--- src/hdl/etc_pkg.sv ---
// ---------------------------------------------------------------------------
// Escape-time colorizer package
// Shared constants, register indexes and types of the pixel colorizer.
// ---------------------------------------------------------------------------
package etc_pkg;

    localparam int ITER_BITS       = 16;
    localparam int COORD_FRAC_BITS = 24;
    localparam int CFG_DATA_W      = 16;
    localparam int LG_FRAC         = 16;

    // Configuration register indexes.
    localparam logic [1:0] CFG_MAX_ITER = 2'd0;
    localparam logic [1:0] CFG_PALETTE  = 2'd1;
    localparam logic [1:0] CFG_PHASE    = 2'd2;

    localparam logic [15:0] MAX_ITER_RESET = 16'd64;

    // Log2 offsets, Q.16.
    localparam int L2_OFFSET = (2 * COORD_FRAC_BITS) << LG_FRAC;
    localparam int G_OFFSET  = (18 << LG_FRAC) + 34653;

    localparam logic [16:0] INV_LN2_Q16     = 17'd94548;
    localparam logic [28:0] TURN_FREQ_Q32   = 29'd382796555;
    localparam logic [29:0] INV_2PI_Q32     = 30'd683565276;
    localparam logic [18:0] TWO_PI_Q16      = 19'd411775;
    localparam logic [15:0] CORDIC_GAIN_Q16 = 16'd39797;

    typedef struct packed {
        logic at_max;
        logic palette;
    } etc_flags_t;

    typedef struct packed {
        logic signed [31:0] x;
        logic signed [31:0] y;
        logic signed [31:0] z;
    } etc_rot_t;

endpackage

--- src/hdl/etc_ramp_div.sv ---
// ---------------------------------------------------------------------------
// Green ramp divider
// Pipelined restoring division giving floor(count*255/max), saturated at 255.
// ---------------------------------------------------------------------------
module etc_ramp_div #(
    parameter int SIDE_W = 8
) (
    input  logic              clk,
    input  logic              rst_n,
    input  logic              adv,
    input  logic              in_valid,
    input  logic [15:0]       in_count,
    input  logic [15:0]       in_max,
    input  logic [SIDE_W-1:0] in_side,
    output logic              out_valid,
    output logic [7:0]        out_green,
    output logic [SIDE_W-1:0] out_side
);
    import etc_pkg::*;

    logic [23:0]       rem_reg  [0:8];
    logic [7:0]        q_reg    [0:8];
    logic              ovf_reg  [0:8];
    logic              val_reg  [0:8];
    logic [SIDE_W-1:0] side_reg [0:8];

    logic [23:0] num_next;
    logic        ovf_next;

    assign num_next = {in_count, 8'd0} - {8'd0, in_count};
    assign ovf_next = num_next >= {in_max, 8'd0};

    always_ff @(posedge clk or negedge rst_n)
    begin
        if (!rst_n)
        begin
            val_reg[0] <= 1'b0;
        end
        else if (adv)
        begin
            val_reg[0] <= in_valid;
        end
    end

    always_ff @(posedge clk)
    begin
        if (adv)
        begin
            rem_reg[0]  <= num_next;
            q_reg[0]    <= '0;
            ovf_reg[0]  <= ovf_next;
            side_reg[0] <= in_side;
        end
    end

    // One quotient bit per stage, most significant first.
    for (genvar s = 0; s < 8; s++)
    begin : g_bit
        logic [23:0] dvs;
        logic        ge;

        assign dvs = {8'd0, in_max} << (7 - s);
        assign ge  = rem_reg[s] >= dvs;

        always_ff @(posedge clk or negedge rst_n)
        begin
            if (!rst_n)
            begin
                val_reg[s+1] <= 1'b0;
            end
            else if (adv)
            begin
                val_reg[s+1] <= val_reg[s];
            end
        end

        always_ff @(posedge clk)
        begin
            if (adv)
            begin
                rem_reg[s+1]  <= ge ? rem_reg[s] - dvs : rem_reg[s];
                q_reg[s+1]    <= {q_reg[s][6:0], ge};
                ovf_reg[s+1]  <= ovf_reg[s];
                side_reg[s+1] <= side_reg[s];
            end
        end
    end

    assign out_valid = val_reg[8];
    assign out_green = ovf_reg[8] ? 8'hFF : q_reg[8];
    assign out_side  = side_reg[8];

endmodule

--- config.mk ---
export PLATFORM = sky130hd
export DESIGN_NAME = etc_ramp_div
export DESIGN_NICKNAME = d
export VERILOG_FILES = /design/src/hdl/etc_pkg.sv /design/src/hdl/etc_ramp_div.sv
export SDC_FILE = /design/constraint.sdc
export NUM_CORES = 1
export LEC_CHECK = 0
export BUFFER_PORTS_ARGS = -buffer_cell sky130_fd_sc_hd__buf_2
export CAP_MARGIN = 20
export CORE_AREA = 2 2 274 276
export DETAILED_ROUTE_END_ITERATION = 16
export DIE_AREA = 0 0 276 278
export GPL_TIMING_DRIVEN = 0
export PLACE_DENSITY = 0.5
export REMOVE_ABC_BUFFERS = 1
export SLEW_MARGIN = 25
export SYNTH_ARGS = -nofsm -noshare
export SYNTH_HDL_FRONTEND = slang
export SYNTH_SLANG_ARGS = --single-unit
--- constraint.sdc ---
create_clock -name clk -period 4.9 [get_ports clk]
set_clock_uncertainty 0.15 [all_clocks]
set_input_delay 0.735 -clock clk [delete_from_list [all_inputs] [get_ports clk]]
set_output_delay 0.735 -clock clk [all_outputs]
set_load 0.1 [all_outputs]
After elaboration in Yosys (flattened, before gate mapping)
Memory sizes are Yosys's and may differ from the RTL's.
Cells that the tools add are included.
{"block": "totals", "input_bits": 44, "regBits": 9, "mem_count": 4, "ram_bits": 369, "word_cells": 42}
{"block": "op_classes", "muxes": 11, "n_lt_le_gt_ge": 9, "n_addsub": 9}
{"memory": "rem_reg", "words": 9, "width": 24, "read_ports": 8, "rd_ports_with_merged_regs": 0, "write_ports": 9, "line": "etc_ramp_div.sv:21", "text": "logic [23:0] rem_reg [0:8];"}
{"memory": "q_reg", "words": 9, "width": 8, "read_ports": 9, "rd_ports_with_merged_regs": 0, "write_ports": 9, "line": "etc_ramp_div.sv:22", "text": "logic [7:0] q_reg [0:8];"}
{"memory": "side_reg", "words": 9, "width": 8, "read_ports": 9, "rd_ports_with_merged_regs": 0, "write_ports": 9, "line": "etc_ramp_div.sv:25", "text": "logic [SIDE_W-1:0] side_reg [0:8];"}
{"memory": "ovf_reg", "words": 9, "width": 1, "read_ports": 9, "rd_ports_with_merged_regs": 0, "write_ports": 9, "line": "etc_ramp_div.sv:23", "text": "logic ovf_reg [0:8];"}
{"operator": "$mux 24", "n": 8}
{"operator": "$sub 24x16->24", "n": 2}
{"operator": "$ge 24x16->1", "n": 1}
{"operator": "$ge 24x17->1", "n": 1}
{"operator": "$ge 24x18->1", "n": 1}
{"operator": "$ge 24x19->1", "n": 1}
{"operator": "$ge 24x20->1", "n": 1}
{"operator": "$ge 24x21->1", "n": 1}
{"operator": "$ge 24x22->1", "n": 1}
{"operator": "$ge 24x23->1", "n": 1}
{"operator": "$ge 24x24->1", "n": 1}
{"operator": "$sub 24x17->24", "n": 1}
{"operator": "$sub 24x18->24", "n": 1}
{"operator": "$sub 24x19->24", "n": 1}
{"operator": "$sub 24x20->24", "n": 1}
{"operator": "$sub 24x21->24", "n": 1}
{"operator": "$sub 24x22->24", "n": 1}
{"operator": "$sub 24x23->24", "n": 1}
{"operator": "$mux 8", "n": 1}
{"operator": "$mux 1", "n": 2}

Longest topological paths before layout
An unclocked memory read counts as a cell.
{"block": "logic_depth", "word_depth": 3, "mapped_depth": 17, "ltp_nobuf": 17}

Worst setup path after synthesis
Ideal clock, no wire load.
{"block": "synth_timing", "path_kind": "input to register", "start": "in in_count[9]", "end": "mem ovf_reg[0][0], data pin", "path_buffers": 0, "t_required_ns": 4.484, "setup_ns": 0.266, "setup_slack_ns": 1.043, "arrival_ns": 3.441, "cell_stages": 17, "path_cell_list": "inv_1 ha_1 a21oi_1 o22ai_1 o41ai_1 nor2b_1 a31oi_1 nand2_1 xnor2_1 ha_1 a21o_1 a21oi_1 nor2b_1 o21ai_0 nand2b_1 a221oi_1 o21ai_0"}
{"element": "start, declared", "line": "etc_ramp_div.sv:12", "text": "input logic [15:0] in_count,"}
{"element": "end, declared", "line": "etc_ramp_div.sv:23"}

==> summary.md <==
| Metric | Value |
|---|---|
| #FFs+latches synth | 318 |
| Crit path to | rem_reg[0][146] |
| Initial DRC count | between 600 and 700 |
| Max Buffers Root-to-Sink | 3 |
| Die W | 276 um |
| Seq/Total Area, Yosys | 51.8% |
| Initial antenna violation count | 0 |
| Flop-to-flop setup slack | 0.90 ns |
| Post-place setup slack | 0.0346 ns |
| Core area | 73,800 um^2 |
| Combinational Power Share | a little over a third |
| Worst-skew pair later-pin latency | 0.55 ns |
| Syn_area_per_cell | 11.6 um^2 |
| Sw frac | roughly 33% |
| Num CTS Buffers | 39 |
| Max cap viols | 0 |
| Die H | about 280 um |
| Port bufs | 60 |
| Max Fclk | 233 MHz |
| Commonest non-fill, non-tap cells in the layout | edfxtp_1 (309), ha_1 (153), nand2_1 (144) |
| Total wire length | 38,500 um |
| RSZ-0062 raised after global routing | false |
| NetSw | 3630 uW |
| Routed Antenna Nets | 0 |
| Seq pwr share | 38.2% |
| Post_cts resized | 0 |
| Reg2Reg Depth | 13 |
| Final Max Tran Viols | 0 |
| CTS tree | built |
| Reg-to-reg endpoint | rem_reg[0][146] |
| Synth async-reset ratio | 2.83% |
| Setup ws final | roughly 0.60 ns |
| Post-route DRC violation count | 1 |
| Leak pwr | 0.00785 uW |
| Ranking of synthesized cells by area | edfxtp_1 (51%), ha_1 (10%), xnor2_1 (3.5%) |
| Via count of the first global-routing pass | ~13,000 |
| Yosys top cell by area | edfxtp_1 |
| Number of library cell types mapped by synthesis | between 70 and 80 |
| Worst Max-Slew Pin Slew | 0.926 ns |
| Final HPWL DP | 28,800 um |
| Post-Syn Instances | 1,587 |
| Initial Util | 24.8% |
| Final Power | 11,000 uW |
| Final hold vios | 0 |
| Crit Path Class | in2reg |
| Cell row count | 100 |
| GRT Overall Usage | 9.99% |
| Routability-driven placement congestion ratio | approximately 0.84 |
| Minimum clock period | 4.30 ns |
| First-pass GRT wire length | around 63,000 um |
| Final worst-path cycle share | about 90% |
| Slew margin rel. | a little under two fifths |
| Largest net degree at the start of global routing | 98 |
| Clock Sinks | about 320 |
| Req. time, crit path | roughly 5.1 ns |
| Crit Path Max Fanout | 11 |
| Failing checks | DRC |
| # diodes | 0 |
| Htree depth | 2 |
| Pwr dens | 522 nW/um^2 |
| Setup crit end kind | register |
| Detail-routed net length per standard cell | 14.5 um |
| DR pass1 iterations | 11 |
| Cell Int Power | 7380 uW |
| Endpoints failing setup | 0 |
| Clock Power Share | 26.1% |
| IR drop worst, VDD | 0.176 mV |
| Post-synth EDFFs | 309 |
| Yosys warns | 0 |
| Run status | finished with violations |
| Max FFs per register | 192 |
| IO Count | 61 |
| Vias/cell | 4.58 |
| RR Startpoint | rem_reg[0][122] |
| Most common cell after layout, fill and taps aside | edfxtp_1 |
| Primary FF master, synth | edfxtp_1 |
| Full die area | 76,700 um^2 |
| Worst hold path type | in2reg |
| Via count | 12,200 |
| CP Launch Type | input pin |
| Top cell type's share of synthesized area | 50.6% |
| Clock slew at reported path FFs | approximately 0.05 ns |
| CP startpoint | in_max[2] |
| Area Growth Syn to Fin | 15.0% |
| Layout cells sized above 1 | about 12% |
| CTS root buf | clkbuf_16 |
| Critical Path AT | 4.54 ns |
| Mapped Area | 18,300 um^2 |
| Nets | 1,863 |
| Grt total ovfl | 0 |
[routing by layer]
metal | vias to the layer above | part of all wire [%] | track usage (%)
li1 | 6123 | - | -
met5 | - | 0 | 0
met3 | 78 | 3.6 | 1.74
met2 | 227 | 48 | 17.6
met1 | 5735 | 45 | 12.0
met4 | 0 | 3.1 | 4.25
[power by group through the flow]
stage	sequential [uW]	combinational, uW	clock [uW]
3_5_place_dp	4250	3900	0
6_report	4200	3930	2880
4_1_cts	4200	3930	3010
5_1_grt	4270	4440	3100
3_3_place_gp	4270	3790	0
2_1_floorplan	4190	3040	0
[synth_stat cells, drive strengths merged (5+ instances only)]
master / count
buf: 18
a211oi: 11
nand2: 144
o41ai: 5
mux2: 42
nor2: 69
or3: 9
o31ai: 12
nor3: 29
fa: 7
nor4: 16
nor2b: 32
a21oi: 100
nand4: 17
mux2i: 5
or4: 7
dfrtp: 9
a2111oi: 6
xor2: 54
o21a: 20
xnor2: 74
o21bai: 10
clkbuf: 20
a31oi: 13
ha: 153
o211ai: 10
a21boi: 6
edfxtp: 309
or2: 13
nand2b: 31
o21ai: 135
inv: 70
a21o: 42
and2: 5
nand3: 28
[worst max-delay path, stage by stage]
cell and delay [ns]:
buf_2 0.11, inv_1 0.38, ha_1 0.37, nor2b_1 0.15
o21ai_0 0.21, a21boi_0 0.19, o31ai_1 0.49, a21oi_1 0.18
nor4_2 0.70, buf_2 0.32, buf_2 0.22, buf_2 0.23
mux2i_1 0.23
[worst min path at each step]
stage | start | end | slack (ns) | depth (start not counted)
after CTS | in_side[7] | side_reg[0][7] | 0.16 | 1
after detailed placement | ovf_reg[1][0] | ovf_reg[1][1] | 0.25 | 0
after global placement | side_reg[0][16] | side_reg[0][24] | 0.25 | 0
final | in_side[7] | side_reg[0][7] | 0.21 | 1
after global routing | in_side[3] | side_reg[0][3] | 0.18 | 1
after floorplan | ovf_reg[0][0] | ovf_reg[0][1] | 0.25 | 0
[stage by stage]
step | cell area, um^2 | setup TNS, ns | utilization (%) | hold slack, ns | cells
after floorplan | 18100 | -9.83 | - | 0.250 | 1549
after global placement | 19600 | -559.55 | 26.6 | 0.250 | 2578
after detailed placement | 19800 | 0 | 26.8 | 0.255 | 2586
after CTS | 21100 | 0 | 28.6 | 0.161 | 2656
after global routing | 21100 | 0 | 28.6 | 0.179 | 2656
final | 21100 | 0 | 28.6 | 0.212 | 2656
[layout make-up]
cell class | instances | area [um^2]
Clock buffer | 45 | 1040
Clock inverter | 24 | 236
Fill cell | 7486 | 52700
Inverter | 70 | 263
Multi-Input combinational cell | 1161 | 8390
Sequential cell | 318 | 9500
Tap cell | 969 | 1210
Timing Repair Buffer | 69 | 440
[logic make-up (layout without fill, tap and decap cells)]
logic type,after synthesis,after routing,synth area share (%)
and+or+nand+nor,419,419,11.3
muxes,47,47,2.85
buffers and inverters,108,208,2.52
DFF,318,318,51.8
AOI/OAI and AO/OA,407,407,14.1
xor gates and xnor gates,128,128,6.11
adders and majority gates,160,160,11.2
[what timing repair did]
action / 4_1_cts / 5_1_grt
buffers inserted: 0 / 0
hold buffers: 1 / 0
setup endpoints to repair: 0 / 0
endpoints found under the hold margin: 9 / 0
Note: power is estimated with default switching activity, not from simulation.
